File: src/hdl/hcp_pkg.sv
// Shared types, codes and helper function of the HTTP chunk header parser.
package hcp_pkg;

    localparam int SIZE_BITS_DEFAULT = 64;
    localparam int CHUNK_SIZE_BITS   = 64;
    localparam int LIMIT_BITS        = 16;
    localparam int APB_ADDR_BITS     = 3;
    localparam int APB_DATA_BITS     = 32;

    localparam logic [LIMIT_BITS-1:0] HEADER_LIMIT_RESET  = 16'd64;
    localparam logic [LIMIT_BITS-1:0] TRAILER_LIMIT_RESET = 16'd8192;

    localparam logic REG_HEADER_LIMIT  = 1'b0;
    localparam logic REG_TRAILER_LIMIT = 1'b1;

    localparam logic [7:0] CH_CR = 8'h0D;
    localparam logic [7:0] CH_LF = 8'h0A;

    localparam logic [1:0] KIND_SIZE  = 2'd0;
    localparam logic [1:0] KIND_END   = 2'd1;
    localparam logic [1:0] KIND_ERROR = 2'd2;

    localparam logic [2:0] ERR_EMPTY        = 3'd0;
    localparam logic [2:0] ERR_NO_HEX       = 3'd1;
    localparam logic [2:0] ERR_OVERFLOW     = 3'd2;
    localparam logic [2:0] ERR_HEADER_LONG  = 3'd3;
    localparam logic [2:0] ERR_MISSING_CRLF = 3'd4;
    localparam logic [2:0] ERR_TRAILER_LONG = 3'd5;

    localparam logic [1:0] PEND_NONE     = 2'd0;
    localparam logic [1:0] PEND_NO_HEX   = 2'd2;
    localparam logic [1:0] PEND_OVERFLOW = 2'd3;

    typedef struct packed {
        logic [LIMIT_BITS-1:0] header_limit;
        logic [LIMIT_BITS-1:0] trailer_limit;
    } cfg_t;

    typedef struct packed {
        logic [1:0]                 kind;
        logic [CHUNK_SIZE_BITS-1:0] size;
        logic [2:0]                 code;
    } result_t;

    // Returns the digit value in the low four bits and a valid flag on top.
    function automatic logic [4:0] hex_digit(input logic [7:0] b);
        logic [4:0] r;
        r = 5'd0;
        if (b >= 8'h30 && b <= 8'h39)
        begin
            r = {1'b1, b[3:0]};
        end
        else if ((b >= 8'h61 && b <= 8'h66) || (b >= 8'h41 && b <= 8'h46))
        begin
            r = {1'b1, b[3:0] + 4'd9};
        end
        return r;
    endfunction

endpackage

File: src/hdl/hcp_stream_if.sv
// Stream interfaces for framing bytes in and parse results out.
interface hcp_byte_if
    import hcp_pkg::*;
    ();
    logic       valid;
    logic       ready;
    logic [7:0] data_byte;

    modport source (output valid, output data_byte, input ready);
    modport sink (input valid, input data_byte, output ready);
endinterface

interface hcp_result_if
    import hcp_pkg::*;
    ();
    logic                       valid;
    logic                       ready;
    logic [1:0]                 result_kind;
    logic [CHUNK_SIZE_BITS-1:0] chunk_size;
    logic [2:0]                 error_code;

    modport source (output valid, output result_kind, output chunk_size, output error_code,
                    input ready);
    modport sink (input valid, input result_kind, input chunk_size, input error_code,
                  output ready);
endinterface

File: src/hdl/hcp_cfg_regs.sv
// APB register block holding the header and trailer byte limits.
module hcp_cfg_regs
    import hcp_pkg::*;
(
    input  logic                     clk,
    input  logic                     rst_n,
    input  logic                     psel,
    input  logic                     penable,
    input  logic                     pwrite,
    input  logic [APB_ADDR_BITS-1:0] paddr,
    input  logic [APB_DATA_BITS-1:0] pwdata,
    output logic [APB_DATA_BITS-1:0] prdata,
    output logic                     pready,
    output cfg_t                     cfg
);

    cfg_t cfg_reg;
    logic wr_en;

    assign pready = 1'b1;
    assign wr_en  = psel && penable && pwrite && pready;
    assign cfg    = cfg_reg;

    always_ff @(posedge clk or negedge rst_n)
    begin
        if (!rst_n)
        begin
            cfg_reg.header_limit  <= HEADER_LIMIT_RESET;
            cfg_reg.trailer_limit <= TRAILER_LIMIT_RESET;
        end
        else if (wr_en)
        begin
            if (paddr[2] == REG_HEADER_LIMIT)
            begin
                cfg_reg.header_limit <= pwdata[LIMIT_BITS-1:0];
            end
            else
            begin
                cfg_reg.trailer_limit <= pwdata[LIMIT_BITS-1:0];
            end
        end
    end

    always_comb
    begin
        if (paddr[2] == REG_HEADER_LIMIT)
        begin
            prdata = APB_DATA_BITS'(cfg_reg.header_limit);
        end
        else
        begin
            prdata = APB_DATA_BITS'(cfg_reg.trailer_limit);
        end
    end

endmodule

File: src/hdl/hcp_engine.sv
// Parser state machine with its combinational next-state logic and the result register.
module hcp_engine
    import hcp_pkg::*;
#(
    parameter int SIZE_BITS = SIZE_BITS_DEFAULT
)
(
    input  logic       clk,
    input  logic       rst_n,
    input  cfg_t       cfg,
    input  logic       item_valid,
    input  logic [7:0] item_byte,
    input  logic       res_ready,
    output logic       take,
    output logic       res_valid,
    output result_t    res
);

    typedef enum logic [2:0] {
        PH_LINE_START,
        PH_DIGITS,
        PH_REST,
        PH_TERM_CR,
        PH_TERM_LF,
        PH_TRAILERS
    } phase_t;

    phase_t                phase_reg, phase_next;
    logic [SIZE_BITS-1:0]  size_reg, size_next;
    logic [LIMIT_BITS-1:0] count_reg, count_next;
    logic [23:0]           recent_reg, recent_next;
    logic [1:0]            pend_reg, pend_next;
    logic                  res_valid_reg;
    result_t               res_reg;

    logic [LIMIT_BITS-1:0] cnt;
    logic [31:0]           window;
    logic [7:0]            prev;
    logic [4:0]            hex;
    logic                  fire;
    logic                  clear;
    result_t               res_next;

    assign take      = !res_valid_reg || res_ready;
    assign res_valid = res_valid_reg;
    assign res       = res_reg;

    assign cnt    = (count_reg != {LIMIT_BITS{1'b1}}) ? count_reg + 1'b1 : count_reg;
    assign window = {recent_reg, item_byte};
    assign prev   = recent_reg[7:0];
    assign hex    = hex_digit(item_byte);

    always_comb
    begin
        phase_next  = phase_reg;
        size_next   = size_reg;
        count_next  = cnt;
        recent_next = recent_reg;
        pend_next   = pend_reg;
        fire        = 1'b0;
        clear       = 1'b0;
        res_next    = '0;

        unique case (phase_reg)
            PH_TRAILERS:
            begin
                if ((cnt == 16'd2 && window[15:0] == {CH_CR, CH_LF}) ||
                    (cnt >= 16'd4 && window == {CH_CR, CH_LF, CH_CR, CH_LF}))
                begin
                    fire          = 1'b1;
                    clear         = 1'b1;
                    res_next.kind = KIND_END;
                end
                else if (cnt >= cfg.trailer_limit)
                begin
                    fire          = 1'b1;
                    clear         = 1'b1;
                    res_next.kind = KIND_ERROR;
                    res_next.code = ERR_TRAILER_LONG;
                end
                else
                begin
                    recent_next = window[23:0];
                end
            end
            PH_TERM_CR:
            begin
                recent_next = {16'd0, item_byte};
                phase_next  = PH_TERM_LF;
                if (cnt >= cfg.header_limit)
                begin
                    fire          = 1'b1;
                    clear         = 1'b1;
                    res_next.kind = KIND_ERROR;
                    res_next.code = ERR_HEADER_LONG;
                end
            end
            PH_TERM_LF:
            begin
                if (prev != CH_CR || item_byte != CH_LF)
                begin
                    fire          = 1'b1;
                    clear         = 1'b1;
                    res_next.kind = KIND_ERROR;
                    res_next.code = ERR_MISSING_CRLF;
                end
                else
                begin
                    recent_next = '0;
                    phase_next  = PH_LINE_START;
                    if (cnt >= cfg.header_limit)
                    begin
                        fire          = 1'b1;
                        clear         = 1'b1;
                        res_next.kind = KIND_ERROR;
                        res_next.code = ERR_HEADER_LONG;
                    end
                end
            end
            PH_LINE_START, PH_DIGITS, PH_REST:
            begin
                if (prev == CH_CR && item_byte == CH_LF)
                begin
                    if (phase_reg == PH_LINE_START)
                    begin
                        fire          = 1'b1;
                        clear         = 1'b1;
                        res_next.kind = KIND_ERROR;
                        res_next.code = ERR_EMPTY;
                    end
                    else if (pend_reg != PEND_NONE)
                    begin
                        fire          = 1'b1;
                        clear         = 1'b1;
                        res_next.kind = KIND_ERROR;
                        res_next.code = (pend_reg == PEND_NO_HEX) ? ERR_NO_HEX : ERR_OVERFLOW;
                    end
                    else
                    begin
                        size_next   = '0;
                        count_next  = '0;
                        recent_next = '0;
                        pend_next   = PEND_NONE;
                        if (size_reg != '0)
                        begin
                            phase_next    = PH_TERM_CR;
                            fire          = 1'b1;
                            res_next.kind = KIND_SIZE;
                            res_next.size = CHUNK_SIZE_BITS'(size_reg);
                        end
                        else
                        begin
                            phase_next = PH_TRAILERS;
                        end
                    end
                end
                else
                begin
                    // A CR that is not followed by LF counts as a non-hex byte.
                    if (prev == CH_CR)
                    begin
                        if (phase_reg == PH_LINE_START)
                        begin
                            pend_next  = PEND_NO_HEX;
                            phase_next = PH_REST;
                        end
                        else if (phase_reg == PH_DIGITS)
                        begin
                            phase_next = PH_REST;
                        end
                    end
                    else if (item_byte != CH_CR)
                    begin
                        if (phase_reg == PH_LINE_START)
                        begin
                            if (hex[4])
                            begin
                                size_next  = SIZE_BITS'(hex[3:0]);
                                phase_next = PH_DIGITS;
                            end
                            else
                            begin
                                pend_next  = PEND_NO_HEX;
                                phase_next = PH_REST;
                            end
                        end
                        else if (phase_reg == PH_DIGITS)
                        begin
                            if (!hex[4])
                            begin
                                phase_next = PH_REST;
                            end
                            else if (size_reg[SIZE_BITS-1 -: 4] != 4'd0)
                            begin
                                pend_next  = PEND_OVERFLOW;
                                phase_next = PH_REST;
                            end
                            else
                            begin
                                size_next = {size_reg[SIZE_BITS-5:0], hex[3:0]};
                            end
                        end
                    end
                    recent_next = {16'd0, item_byte};
                    if (cnt >= cfg.header_limit)
                    begin
                        fire          = 1'b1;
                        clear         = 1'b1;
                        res_next.kind = KIND_ERROR;
                        res_next.code = ERR_HEADER_LONG;
                    end
                end
            end
            default:
            begin
                clear = 1'b1;
            end
        endcase

        if (clear)
        begin
            phase_next  = PH_LINE_START;
            size_next   = '0;
            count_next  = '0;
            recent_next = '0;
            pend_next   = PEND_NONE;
        end
    end

    always_ff @(posedge clk or negedge rst_n)
    begin
        if (!rst_n)
        begin
            phase_reg     <= PH_LINE_START;
            size_reg      <= '0;
            count_reg     <= '0;
            recent_reg    <= '0;
            pend_reg      <= PEND_NONE;
            res_valid_reg <= 1'b0;
            res_reg       <= '0;
        end
        else if (take)
        begin
            res_valid_reg <= item_valid && fire;
            res_reg       <= res_next;
            if (item_valid)
            begin
                phase_reg  <= phase_next;
                size_reg   <= size_next;
                count_reg  <= count_next;
                recent_reg <= recent_next;
                pend_reg   <= pend_next;
            end
        end
    end

endmodule

File: src/hdl/http_chunk_header_parser_unit.sv
// Top level of the HTTP chunked-body header parser.
// Framing bytes of a chunked HTTP body enter on byte_ch, one per transfer, and the
// block accepts a byte in every clock cycle while results are being taken; each byte
// passes an input register, the parser state update and a result register, so a
// result can be transferred once its byte has passed both registers, and the sustained
// rate of one byte per cycle is set by that state update. A result carries a chunk size,
// end of body, or an error code; after end of body or an error the parser is back at the
// start of a body. The header and trailer limits are written over the APB port at
// addresses 0 and 4, by the user only while no byte is in flight; the block does not enforce it.
module http_chunk_header_parser_unit
    import hcp_pkg::*;
#(
    parameter int SIZE_BITS = SIZE_BITS_DEFAULT
)
(
    input  logic                     clk,
    input  logic                     rst_n,
    input  logic                     psel,
    input  logic                     penable,
    input  logic                     pwrite,
    input  logic [APB_ADDR_BITS-1:0] paddr,
    input  logic [APB_DATA_BITS-1:0] pwdata,
    output logic [APB_DATA_BITS-1:0] prdata,
    output logic                     pready,
    hcp_byte_if.sink                 byte_ch,
    hcp_result_if.source             result_ch
);

    cfg_t       cfg;
    logic       byte_valid_reg;
    logic [7:0] byte_reg;
    logic       take;
    logic       res_valid;
    result_t    res;

    hcp_cfg_regs u_cfg_regs (
        .clk     (clk),
        .rst_n   (rst_n),
        .psel    (psel),
        .penable (penable),
        .pwrite  (pwrite),
        .paddr   (paddr),
        .pwdata  (pwdata),
        .prdata  (prdata),
        .pready  (pready),
        .cfg     (cfg)
    );

    assign byte_ch.ready = !byte_valid_reg || take;

    always_ff @(posedge clk or negedge rst_n)
    begin
        if (!rst_n)
        begin
            byte_valid_reg <= 1'b0;
            byte_reg       <= '0;
        end
        else if (byte_ch.ready)
        begin
            byte_valid_reg <= byte_ch.valid;
            if (byte_ch.valid)
            begin
                byte_reg <= byte_ch.data_byte;
            end
        end
    end

    hcp_engine #(
        .SIZE_BITS (SIZE_BITS)
    ) u_engine (
        .clk        (clk),
        .rst_n      (rst_n),
        .cfg        (cfg),
        .item_valid (byte_valid_reg),
        .item_byte  (byte_reg),
        .res_ready  (result_ch.ready),
        .take       (take),
        .res_valid  (res_valid),
        .res        (res)
    );

    assign result_ch.valid       = res_valid;
    assign result_ch.result_kind = res.kind;
    assign result_ch.chunk_size  = res.size;
    assign result_ch.error_code  = res.code;

    // A reported chunk size is never zero.
    assert property (@(posedge clk) disable iff (!rst_n)
        result_ch.valid && result_ch.result_kind == KIND_SIZE |-> result_ch.chunk_size != '0)
    else $error("chunk size result with zero size");

    // End of body and error results carry no size; only errors carry a code.
    assert property (@(posedge clk) disable iff (!rst_n)
        result_ch.valid && result_ch.result_kind != KIND_SIZE
        |-> result_ch.chunk_size == '0 &&
            (result_ch.result_kind == KIND_ERROR || result_ch.error_code == ERR_EMPTY))
    else $error("result fields inconsistent with result kind");

    // A held byte is not overwritten while the result register is stalled.
    assert property (@(posedge clk) disable iff (!rst_n)
        byte_valid_reg && result_ch.valid && !result_ch.ready |-> !byte_ch.ready)
    else $error("input register accepts a byte while stalled");

    // The size never exceeds the accumulator width.
    assert property (@(posedge clk) disable iff (!rst_n)
        result_ch.valid |-> (result_ch.chunk_size >> SIZE_BITS) == '0)
    else $error("chunk size wider than the accumulator");

endmodule
File: src/flat_wrapper.sv
// flat-port wrapper written by rule: the top's interface ports become plain ports
module http_chunk_header_parser_unit_flat import hcp_pkg::*;
#(
    parameter int SIZE_BITS = SIZE_BITS_DEFAULT
)
  (clk, rst_n, psel, penable, pwrite, paddr, pwdata, prdata, pready, byte_ch_valid, byte_ch_data_byte, byte_ch_ready, result_ch_valid, result_ch_result_kind, result_ch_chunk_size, result_ch_error_code, result_ch_ready);
  hcp_byte_if byte_ch_i ();
  hcp_result_if result_ch_i ();
  input  logic clk;
  input  logic rst_n;
  input  logic psel;
  input  logic penable;
  input  logic pwrite;
  input  logic [APB_ADDR_BITS-1:0] paddr;
  input  logic [APB_DATA_BITS-1:0] pwdata;
  output logic [APB_DATA_BITS-1:0] prdata;
  output logic pready;
  input wire logic [$bits(byte_ch_i.valid)-1:0] byte_ch_valid;
  input wire logic [$bits(byte_ch_i.data_byte)-1:0] byte_ch_data_byte;
  output wire logic [$bits(byte_ch_i.ready)-1:0] byte_ch_ready;
  output wire logic [$bits(result_ch_i.valid)-1:0] result_ch_valid;
  output wire logic [$bits(result_ch_i.result_kind)-1:0] result_ch_result_kind;
  output wire logic [$bits(result_ch_i.chunk_size)-1:0] result_ch_chunk_size;
  output wire logic [$bits(result_ch_i.error_code)-1:0] result_ch_error_code;
  input wire logic [$bits(result_ch_i.ready)-1:0] result_ch_ready;
  assign byte_ch_i.valid = byte_ch_valid;
  assign byte_ch_i.data_byte = byte_ch_data_byte;
  assign byte_ch_ready = byte_ch_i.ready;
  assign result_ch_valid = result_ch_i.valid;
  assign result_ch_result_kind = result_ch_i.result_kind;
  assign result_ch_chunk_size = result_ch_i.chunk_size;
  assign result_ch_error_code = result_ch_i.error_code;
  assign result_ch_i.ready = result_ch_ready;
  http_chunk_header_parser_unit #(.SIZE_BITS(SIZE_BITS)) u_core (.clk(clk), .rst_n(rst_n), .psel(psel), .penable(penable), .pwrite(pwrite), .paddr(paddr), .pwdata(pwdata), .prdata(prdata), .pready(pready), .byte_ch(byte_ch_i), .result_ch(result_ch_i));
endmodule
File: config.mk
export PLATFORM = sky130hd
export DESIGN_NAME = http_chunk_header_parser_unit_flat
export DESIGN_NICKNAME = d
export VERILOG_FILES = /design/src/hdl/hcp_pkg.sv /design/src/hdl/hcp_stream_if.sv /design/src/hdl/hcp_cfg_regs.sv /design/src/hdl/hcp_engine.sv /design/src/hdl/http_chunk_header_parser_unit.sv /design/src/flat_wrapper.sv
export SDC_FILE = /design/constraint.sdc
export NUM_CORES = 1
export LEC_CHECK = 0
export BUFFER_PORTS_ARGS = -buffer_cell sky130_fd_sc_hd__buf_2
export CAP_MARGIN = 20
export CORE_ASPECT_RATIO = 1.2
export CORE_MARGIN = 2
export CORE_UTILIZATION = 40
export CTS_BUF_LIST = sky130_fd_sc_hd__clkbuf_4 sky130_fd_sc_hd__clkbuf_8
export DETAILED_ROUTE_END_ITERATION = 7
export PLACE_DENSITY_LB_ADDON = 0.3
export SLEW_MARGIN = 5
export SYNTH_ARGS = -nofsm -noshare
export SYNTH_HDL_FRONTEND = slang
export SYNTH_SLANG_ARGS = --single-unit
File: constraint.sdc
create_clock -name clk -period 6.3 [get_ports clk]
set_input_delay 0.63 -clock clk [delete_from_list [all_inputs] [get_ports clk]]
set_output_delay 0.63 -clock clk [all_outputs]
set_load 0.05 [all_outputs]
=== Word level (Yosys, flattened, before mapping) ===
Index checks and enable logic that the tools add are counted.

* Input bits: 50
* Output and inout port bits: 104
* Word-level logic and storage cells: 186
* Flip-flop bits (word level): 220

* $add $sub $neg: 2
* Eq/ne operators: 31
* Multiplexer cells: 93
* Reduce and logical (&&, ||, !) cells: 37
* Bitwise gates (word level): 1
* $lt $le $gt $ge: 9

{| class="wikitable"
|+ Operator list
! kind !! count
|-
| $mux 64 || 17
|-
| $mux 24 || 7
|-
| $mux 16 || 7
|-
| $pmux 24 s4 || 1
|-
| $reduce_bool 64->1 || 1
|-
| $mux 3 || 18
|-
| $mux 2 || 25
|-
| $eq 32x28->1 const B || 1
|-
| $ge 16x16->1 || 2
|-
| $ne 8x4->1 const B || 3
|-
| $reduce_bool 4->1 || 6
|-
| $reduce_and 11->1 || 2
|-
| $ne 4x4->1 const B || 5
|-
| $ne 3x3->1 const B || 6
|-
| $add 16x1->16 const B || 1
|-
| $eq 16x12->1 const B || 1
|-
| $eq 16x2->1 const B || 1
|-
| $eq 8x4->1 const B || 2
|-
| $ge 16x3->1 const B || 1
|-
| $ge 8x7->1 const B || 2
|-
| $le 8x7->1 const B || 2
|-
| $ne 16x16->1 const B || 1
|-
| $pmux 3 s4 || 1
|-
| $mux 1 || 11
|-
| 27 further kinds || 49
|}

=== Logic depth before layout (Yosys ltp) ===
Gate-level depths: netlist of the first run.

* Depth after elaboration: 14
* Gate-level depth with buffers: 19
* Gate-level depth less buffers: 16

=== By module ===
Synthesis of the first run repeated with hierarchy kept, for this count alone.

* Cells, all modules: 964
* Area total of the unflattened synthesis: 11385.9 sq um

{| class="wikitable"
|+ Modules (own cells, without submodules)
! module !! area each (sq um) !! seq. area each (sq um) !! cells an instance !! times used
|-
| hcp_engine || 9400.3 || 4479.3 || 839 || 1
|-
| hcp_cfg_regs || 1600.3 || 803.3 || 105 || 1
|-
| http_chunk_header_parser_unit || 385.4 || 225.2 || 20 || 1
|}

=== Worst setup path after synthesis of the first run ===
Ideal clock, no wire load.

* Kind: register -> register
* Start point: register u_core.u_engine.count_reg[0]
* End point: register u_core.u_engine.size_reg[0]
* Path buffers: 1
* Setup slack: 2395 ps
* Clock period less this slack: 3905 ps
* Arrival: 3780 ps
* Stages on the path, launching flop included: 18
* Setup time: 125 ps
* Data required time: 6175 ps
* Cells stage by stage: dfrtp_1 ha_1 nand4_4 nor2_1 nand2_1 nand2_1 xnor2_1 ha_1 a21o_1 a21o_1 a21o_1 a221o_1 a311o_2 o22a_4 a21oi_4 a31oi_4 buf_12 mux2_4

* Word-level cells in the longest chain between the ends: 9
* Elaborated cells on any way between the ends: 27
* Classes of those cells: 1 x add/sub; 3 x order compare; 8 x eq/ne; 8 x mux; 7 x reduce/logical

{| class="wikitable"
|+ RTL lines
! element !! RTL line !! source
|-
| start, declared || hcp_engine.sv:30 || <nowiki>logic [LIMIT_BITS-1:0] count_reg, count_next;</nowiki>
|-
| start signal, assigned || hcp_engine.sv:250 || <nowiki>count_reg <= count_next;</nowiki>
|-
| $add 16x1->16 / $ne 16x16->1 (equally long branches) || hcp_engine.sv:48 || <nowiki>assign cnt = (count_reg != {LIMIT_BITS{1'b1}}) ? count_reg + 1'b1 : count_reg;</nowiki>
|-
| $mux 16 (*) || hcp_engine.sv:48 ||
|-
| $ge 16x3->1 / $eq 16x2->1 (equally long branches) || hcp_engine.sv:68, hcp_engine.sv:67 ||
|-
| $logic_and 1x1->1, on equally long branches || hcp_engine.sv:68, hcp_engine.sv:67 ||
|-
| $logic_or 1x1->1 || hcp_engine.sv:67 || <nowiki>if ((cnt == 16'd2 && window[15:0] == {CH_CR, CH_LF}) ||</nowiki>
|-
| $mux 1 || hcp_engine.sv:67 ||
|-
| $pmux 1 s4 (*) || hcp_engine.sv:64 || <nowiki>unique case (phase_reg)</nowiki>
|-
| $ne 4x4->1 (no source line), or another cell as far along || -- ||
|-
| $reduce_and 11->1 (no source line) || -- ||
|-
| end signal, assigned || hcp_engine.sv:249 || <nowiki>size_reg <= size_next;</nowiki>
|-
| end, declared || hcp_engine.sv:29 || <nowiki>logic [SIZE_BITS-1:0] size_reg, size_next;</nowiki>
|}

Every way passes the cells marked *; elsewhere a longest branch is shown, timed or not.
A chain may end at the register's enable or synchronous reset.

=== Worst setup path in the final report of the first run ===
* Start point: register u_core.u_engine.count_reg[11]
* End point: register u_core.u_engine.size_reg[20]

The elaborated chain is that of the path after synthesis.

==> results of run 1 <==
[layer usage]
metal,up-vias,routed length [microns]
met3,41,1170
met2,214,13200
met5,-,0
met4,0,440
met1,4137,11800
li1,4006,-
[worst min-delay path by stage]
stage                            start                      endpoint  slack (ns)  cells past startpoint
2_1_floorplan                    rst_n            u_core.byte_reg[0]        0.33                      0
3_3_place_gp   u_core.u_engine.res[43]       u_core.u_engine.res[43]        0.48                      1
3_5_place_dp   u_core.u_engine.res[22]       u_core.u_engine.res[22]        0.49                      1
4_1_cts                          rst_n  u_core.u_engine.size_reg[61]        0.11                      1
5_1_grt                          rst_n       u_core.u_engine.res[63]        0.14                      1
6_report                         rst_n       u_core.u_engine.res[64]        0.09                      1
[cell usage after synthesis (3+ instances only)]
cell        n  area share
dfrtp_1   218        0.48
nand2_1   121       0.040
inv_1     101       0.033
a22o_1     80       0.062
mux2i_1    66       0.058
mux2_2     46       0.046
nor2_1     40       0.013
clkbuf_1   37       0.012
ha_1       33       0.036
a21oi_1    28       0.012
nor4_1     24       0.013
o21ai_0    23       0.010
buf_4      22       0.015
nand4_1    19       0.010
a32o_1     15       0.013
nor3_1     14      0.0062
nand3_1    13      0.0057
xnor2_1    13       0.010
buf_2      11      0.0048
a31oi_1     9      0.0049
o31ai_1     9      0.0059
o311ai_0    8      0.0062
buf_12      7       0.012
nor2b_1     6      0.0033
a21o_1      5      0.0033
and3_2      5      0.0033
and4_1      5      0.0038
mux2_4      5      0.0066
nand2b_1    5      0.0027
nor4b_1     5      0.0038
o211ai_1    5      0.0033
o22ai_1     5      0.0027
or3_1       4      0.0022
and2_1      3      0.0016
and3_1      3      0.0016
nand4b_1    3      0.0023
[area by class of cell]
| cell class | instances | area [sq um] |
|---|---|---|
| fill | 2713 | 15100 |
| sequential | 220 | 5510 |
| multi-input combinational | 680 | 5040 |
| clock buffer | 61 | 758 |
| timing repair buffer | 129 | 683 |
| tap | 379 | 474 |
| inverter | 101 | 379 |
| clock inverter | 7 | 80.1 |
[metrics by stage]
step | setup slack [ns] | instance area, sq um | util
2_1_floorplan | 2.40 | 11400 | -
3_3_place_gp | 1.11 | 12100 | 0.432
3_5_place_dp | 1.02 | 12100 | 0.432
4_1_cts | 0.970 | 12900 | 0.462
5_1_grt | 0.599 | 12900 | 0.462
6_report | 1.03 | 12900 | 0.462
[kinds of logic (layout without fill, tap and decap cells)]
| group | Yosys count | count (layout) | share of synthesized area |
|---|---|---|---|
| compound gates | 214 | 214 | 0.150 |
| simple gates | 283 | 283 | 0.128 |
| buf+inv | 181 | 298 | 0.0790 |
| xor+xnor | 14 | 14 | 0.0108 |
| other cells | 2 | 17 | 0.000660 |
| mux | 117 | 117 | 0.110 |
| flops | 220 | 220 | 0.484 |
| fa+ha+maj | 35 | 35 | 0.0380 |
[where the power goes]
part,switching [uW],internal (uW)
logic,1130,640
registers,333,1690
clock network,595,810
[worst max-delay path, cell delays in order (launching register included)]
cell       delay [ns]
dfrtp_1          0.53
nand4_1          0.20
nor3_1           0.48
nand2_1          0.31
nand4_1          0.20
xnor2_1          0.27
ha_1             0.28
a211oi_1         0.07
a2111oi_0        0.42
nand2_1          0.16
o21ai_1          0.34
nor3_2           0.06
buf_4            0.19
a31oi_4          0.58
buf_4            0.76
mux2i_1          0.28
==> impl_metrics.xml, run 1 <==
<?xml version="1.0" encoding="UTF-8"?>
<metrics>
  <group name="clock_network">
    <metric name="h-tree-depth" unit="">2</metric>
    <metric name="post_cts_resized" unit="">0</metric>
    <metric name="cts_max_path_buffers" unit="">3</metric>
    <metric name="cts-root-buf" unit="">clkbuf_8</metric>
    <metric name="cts_tree" unit="">built</metric>
    <metric name="clock_insertion_delay_worst_skew" unit="ns">0.54</metric>
    <metric name="numCtsBuffers" unit="">39</metric>
    <metric name="cts_hold_buf" unit="">0</metric>
    <metric name="postCtsSetupRepairBufs" unit="">0</metric>
    <metric name="clkSlewWorstSetupHoldPaths" unit="ns">0.06</metric>
    <metric name="cts_sinks" unit="">220</metric>
  </group>
  <group name="global_routing">
    <metric name="globalRouteOverflowTotal" unit="">0</metric>
    <metric name="grt_busiest_layer" unit="">met2</metric>
    <metric name="grt_antenna_before_repair" unit="">0</metric>
    <metric name="grt.met3_usage" unit="">0.0267</metric>
    <metric name="grt.met2_usage" unit="">0.305</metric>
    <metric name="grt_pass1_wl" unit="mm">43.6</metric>
    <metric name="globalRouteTotalUtil" unit="">0.179</metric>
    <metric name="use_met1" unit="">0.239</metric>
    <metric name="via_count_of_the_first_global_routing_pass" unit="">8304</metric>
    <metric name="grt_start_max_net_pins" unit="">89</metric>
  </group>
  <group name="critical_path">
    <metric name="setup.worst_path.end_class" unit="">register</metric>
    <metric name="worstPathRequired" unit="ns">6.75</metric>
    <metric name="start_kind" unit="">register</metric>
    <metric name="timing.critical_path.from" unit="">u_core.u_engine.count_reg[11]</metric>
    <metric name="worst-r2r-setup-slack" unit="ns">1.03</metric>
    <metric name="r2r-start" unit="">u_core.u_engine.count_reg[11]</metric>
    <metric name="critPathArrivalTime" unit="ns">5.71</metric>
    <metric name="setup.worst_path.class" unit="">reg2reg</metric>
    <metric name="crit_fanout" unit="">49</metric>
    <metric name="crit_path_end" unit="">u_core.u_engine.size_reg[20]</metric>
    <metric name="terminus_of_the_critical_flop_to_flop_path" unit="">u_core.u_engine.size_reg[20]</metric>
    <metric name="rr_worst_depth" unit="">15</metric>
  </group>
  <group name="finish">
    <metric name="antenna-diode-count" unit="">0</metric>
    <metric name="drive_above_1_share" unit="">0.231</metric>
    <metric name="syn_to_final_growth" unit="%">13.6</metric>
    <metric name="num-nets-final" unit="">1254</metric>
    <metric name="stdcell_count" unit="">1577</metric>
    <metric name="layout.cells.most_common" unit="">dfrtp_1</metric>
    <metric name="largest_register_ff_count" unit="">69</metric>
    <metric name="final_cell_mix" unit="">dfrtp_1, nand2_1, buf_2</metric>
  </group>
  <group name="timing">
    <metric name="max-slew-margin-rel" unit="">0.336</metric>
    <metric name="fin_worst_hold_slack" unit="ns">0.0937</metric>
    <metric name="worst_pin_slew" unit="ns">0.991</metric>
    <metric name="hold_violations" unit="">0</metric>
    <metric name="rsz0062_at_grt" unit="">false</metric>
    <metric name="skew_final" unit="ns">0.0320</metric>
    <metric name="period_minus_slack" unit="ns">5.27</metric>
    <metric name="post-route-period-util" unit="">0.836</metric>
    <metric name="slew_violations" unit="">0</metric>
    <metric name="timing.fmax" unit="GHz">0.190</metric>
    <metric name="finalSetupViolCount" unit="">0</metric>
    <metric name="setup_total_negative_slack" unit="ns">0</metric>
  </group>
  <group name="detailed_routing">
    <metric name="drtIter0Drc" unit="">495</metric>
    <metric name="avgViaCountPerCell" unit="">5.33</metric>
    <metric name="antenna_left" unit="">0</metric>
    <metric name="totalWireLength" unit="mm">26.7</metric>
    <metric name="vias" unit="">8398</metric>
    <metric name="route.detailed.drc" unit="">0</metric>
    <metric name="firstDrtPassIters" unit="">5</metric>
    <metric name="detail_route.wl_per_cell" unit="microns">16.9</metric>
  </group>
  <group name="die">
    <metric name="num_rows" unit="">67</metric>
    <metric name="vert_die_dim" unit="microns">189</metric>
    <metric name="boundaryPins" unit="">154</metric>
    <metric name="design.core.area" unit="sq mm">0.0280</metric>
    <metric name="fp.dieArea" unit="sq mm">0.0298</metric>
    <metric name="initial_utilization" unit="">0.407</metric>
    <metric name="die_width" unit="microns">158</metric>
  </group>
  <group name="synth">
    <metric name="area_of_the_mapped_netlist" unit="sq mm">0.0114</metric>
    <metric name="synthArstFlopShare" unit="">1.00</metric>
    <metric name="postSynthRegisterBits" unit="">220</metric>
    <metric name="synth_enable_flop_cells" unit="">0</metric>
    <metric name="synth_sequential_area_ratio" unit="">0.484</metric>
    <metric name="post_synthesis_average_cell_area" unit="sq um">10.7</metric>
    <metric name="yosysUniqueCellTypes" unit="">73</metric>
    <metric name="synthesis.yosys.warnings" unit="">0</metric>
    <metric name="post_synth_inst_count" unit="">1066</metric>
    <metric name="yosys_most_used_dff" unit="">dfrtp_1</metric>
  </group>
  <group name="place">
    <metric name="place.port_buffers" unit="">118</metric>
    <metric name="gpl.final_weighted_congestion" unit="">0.882</metric>
    <metric name="place.detailed.hpwl" unit="mm">18.6</metric>
    <metric name="placed_cells_incl_taps" unit="">1509</metric>
  </group>
  <group name="pwr">
    <metric name="power" unit="uW">5190</metric>
    <metric name="cellLeakagePower" unit="uW">0.00607</metric>
    <metric name="worst_ir_drop_vdd" unit="uV">183</metric>
    <metric name="power.density" unit="mW/mm^2">402</metric>
  </group>
  <group name="flow_run">
    <metric name="drv.max_cap_violation_count" unit="">0</metric>
  </group>
  <group name="status">
    <metric name="result_of_the_run" unit="">finished, final reports clean</metric>
  </group>
  <group name="min_path">
    <metric name="hp-class" unit="">in2async</metric>
  </group>
</metrics>
(Power assumes the default switching activity.)
==> run 2, diff against run 1 <==
==> constraint.sdc (replaced) <==
create_clock -name clk -period 4.7 [get_ports clk]
set_input_delay 0.47 -clock clk [delete_from_list [all_inputs] [get_ports clk]]
set_output_delay 0.47 -clock clk [all_outputs]
set_load 0.05 [all_outputs]
==> impl_metrics.xml, run 2 (synthesis gave the netlist of run 1 again) <==
<?xml version="1.0" encoding="UTF-8"?>
<metrics>
  <group name="min_path">
    <metric name="hp-class" unit="">in2async</metric>
  </group>
  <group name="finish">
    <metric name="total_area_of_sequential_cells" unit="sq mm">0.00551</metric>
    <metric name="final_design_area_no_fill" unit="sq mm">0.0131</metric>
    <metric name="largest_register_ff_count" unit="">69</metric>
    <metric name="fillerInstances" unit="">2685</metric>
    <metric name="drive_above_1_share" unit="">0.239</metric>
    <metric name="multiInputGateArea" unit="sq mm">0.00505</metric>
    <metric name="layout.cells.most_common" unit="">dfrtp_1</metric>
    <metric name="syn_to_final_growth" unit="%">14.8</metric>
    <metric name="num-nets-final" unit="">1266</metric>
    <metric name="final_cell_mix" unit="">dfrtp_1, nand2_1, buf_2</metric>
    <metric name="antenna-diode-count" unit="">0</metric>
  </group>
  <group name="timing">
    <metric name="setup_total_negative_slack" unit="ns">0</metric>
    <metric name="skew_final" unit="ns">0.0342</metric>
    <metric name="timing.fmax" unit="GHz">0.230</metric>
    <metric name="fin_ws" unit="ns">0.345</metric>
    <metric name="worst_pin_slew" unit="ns">1.02</metric>
    <metric name="period_minus_slack" unit="ns">4.36</metric>
    <metric name="slew_violations" unit="">0</metric>
    <metric name="post-route-period-util" unit="">0.927</metric>
    <metric name="max-slew-margin-rel" unit="">0.315</metric>
    <metric name="hold_violations" unit="">23</metric>
    <metric name="finalSetupViolCount" unit="">0</metric>
    <metric name="fin_worst_hold_slack" unit="ns">-0.0158</metric>
    <metric name="rsz0062_at_grt" unit="">false</metric>
  </group>
  <group name="clock_network">
    <metric name="cts-root-buf" unit="">clkbuf_8</metric>
    <metric name="postCtsSetupRepairBufs" unit="">0</metric>
    <metric name="post_cts_resized" unit="">0</metric>
    <metric name="clock_insertion_delay_worst_skew" unit="ns">0.54</metric>
    <metric name="cts_sinks" unit="">220</metric>
    <metric name="cts_max_path_buffers" unit="">3</metric>
    <metric name="numCtsBuffers" unit="">38</metric>
    <metric name="h-tree-depth" unit="">2</metric>
    <metric name="cts_tree" unit="">built</metric>
    <metric name="cts_hold_buf" unit="">0</metric>
    <metric name="clkSlewWorstSetupHoldPaths" unit="ns">0.06</metric>
  </group>
  <group name="flow_run">
    <metric name="drv.max_cap_violation_count" unit="">0</metric>
  </group>
  <group name="detailed_routing">
    <metric name="route.detailed.drc" unit="">0</metric>
    <metric name="wl_met2" unit="mm">13.5</metric>
    <metric name="totalWireLength" unit="mm">27.3</metric>
    <metric name="met1_length" unit="mm">11.9</metric>
    <metric name="met3_length" unit="mm">1.28</metric>
    <metric name="avgViaCountPerCell" unit="">5.35</metric>
    <metric name="detail_route.wl_per_cell" unit="microns">17.2</metric>
    <metric name="antenna_left" unit="">0</metric>
    <metric name="drtIter0Drc" unit="">558</metric>
    <metric name="firstDrtPassIters" unit="">5</metric>
    <metric name="vias" unit="">8490</metric>
    <metric name="top_layer_used" unit="">met5</metric>
  </group>
  <group name="place">
    <metric name="place_ws" unit="ns">0.323</metric>
    <metric name="place_area" unit="sq mm">0.0122</metric>
    <metric name="gpl.final_weighted_congestion" unit="">0.892</metric>
    <metric name="place.detailed.hpwl" unit="mm">18.9</metric>
    <metric name="place.port_buffers" unit="">118</metric>
  </group>
  <group name="global_routing">
    <metric name="grt_antenna_before_repair" unit="">1</metric>
    <metric name="globalRouteTotalUtil" unit="">0.183</metric>
    <metric name="via_count_of_the_first_global_routing_pass" unit="">8338</metric>
    <metric name="grt_start_max_net_pins" unit="">112</metric>
    <metric name="grt_pass1_wl" unit="mm">44.3</metric>
    <metric name="globalRouteOverflowTotal" unit="">0</metric>
  </group>
  <group name="critical_path">
    <metric name="setup.worst_path.end_class" unit="">register</metric>
    <metric name="setup.worst_path.class" unit="">reg2reg</metric>
    <metric name="cp.buffers_inverters" unit="">1</metric>
    <metric name="critPathArrivalTime" unit="ns">4.77</metric>
    <metric name="crit_fanout" unit="">49</metric>
    <metric name="timing.critical_path.cells" unit="">ha_2 -&gt; and4_1 -&gt; nand2_1 -&gt; nor2_1 -&gt; xnor2_1 -&gt; ha_1 -&gt; nand2b_1 -&gt; a21oi_1 -&gt; a21boi_0 -&gt; a221o_1 -&gt; a311o_2 -&gt; o22a_4 -&gt; a21oi_4 -&gt; a31oi_4 -&gt; buf_12 -&gt; mux2i_1</metric>
    <metric name="crit_family" unit="">compound AO/OA/AOI/OAI gates</metric>
    <metric name="timing.critical_path.slowest_cell_delay" unit="ns">0.45</metric>
    <metric name="worstPathRequired" unit="ns">5.11</metric>
    <metric name="start_kind" unit="">register</metric>
    <metric name="worst-r2r-setup-slack" unit="ns">0.34</metric>
    <metric name="slowest_cell_on_crit_path" unit="">dfrtp_1</metric>
  </group>
  <group name="die">
    <metric name="die_width" unit="microns">158</metric>
    <metric name="fp.dieArea" unit="sq mm">0.0298</metric>
    <metric name="num_rows" unit="">67</metric>
    <metric name="vert_die_dim" unit="microns">189</metric>
    <metric name="boundaryPins" unit="">154</metric>
    <metric name="design.core.area" unit="sq mm">0.0280</metric>
    <metric name="initial_utilization" unit="">0.407</metric>
  </group>
  <group name="pwr">
    <metric name="worst_ir_drop_vdd" unit="uV">301</metric>
    <metric name="cellLeakagePower" unit="uW">0.00614</metric>
    <metric name="power.density" unit="mW/mm^2">540</metric>
  </group>
  <group name="status">
    <metric name="result_of_the_run" unit="">finished, violations left</metric>
    <metric name="violations" unit="">hold timing</metric>
  </group>
</metrics>
-- run 2: power breakdown --
group | switching [uW] | internal [uW] | leakage [uW]
sequential | 446 | 2260 | 0.00295
combinational | 1560 | 908 | 0.00276
clock | 779 | 1100 | 0.000433
-- run 2: area by class of cell --
cell class              instances  area share
flip-flops and latches        220       0.422
multi-input cells             680       0.386
well taps                     379      0.0363
repair buffers                142      0.0636
clock buffers                  58      0.0558
inverters                     101      0.0290
clock inverters                 8     0.00756
-- run 2: path summary, 6_finish.rpt --
check	from	endpoint	cells past startpoint
min	rst_n	u_core.u_engine.res[63]	1
max	u_core.u_engine.count_reg[1]	u_core.u_engine.size_reg[15]	16
min reg2reg	u_core.u_engine.res[63]	u_core.u_engine.res[63]	1
max reg2reg	u_core.u_engine.count_reg[1]	u_core.u_engine.size_reg[15]	16
max in group asynchronous	rst_n	u_core.u_engine.res[17]	2
min in group clk	byte_ch_valid	u_core.byte_valid_reg	2
-- run 2: stage by stage --
| step | total power, uW | utilization | hold slack, ns | cells |
|---|---|---|---|---|
| final | 7060 | 0.467 | -0.0158 | 1588 |
| after global routing | 7510 | 0.467 | 0.0344 | 1588 |
| after CTS | 7150 | 0.467 | 0.0259 | 1588 |
| after detailed placement | 5220 | 0.437 | 0.487 | 1522 |
| after global placement | 5170 | 0.437 | 0.483 | 1522 |
| after floorplan | 4520 | - | 0.174 | 1081 |
-- run 2: metal layers --
layer / GRT usage / vias up
met5: 0 / -
met4: 0.0502 / 2
met3: 0.0345 / 54
met2: 0.314 / 198
met1: 0.234 / 4218
li1: - / 4018
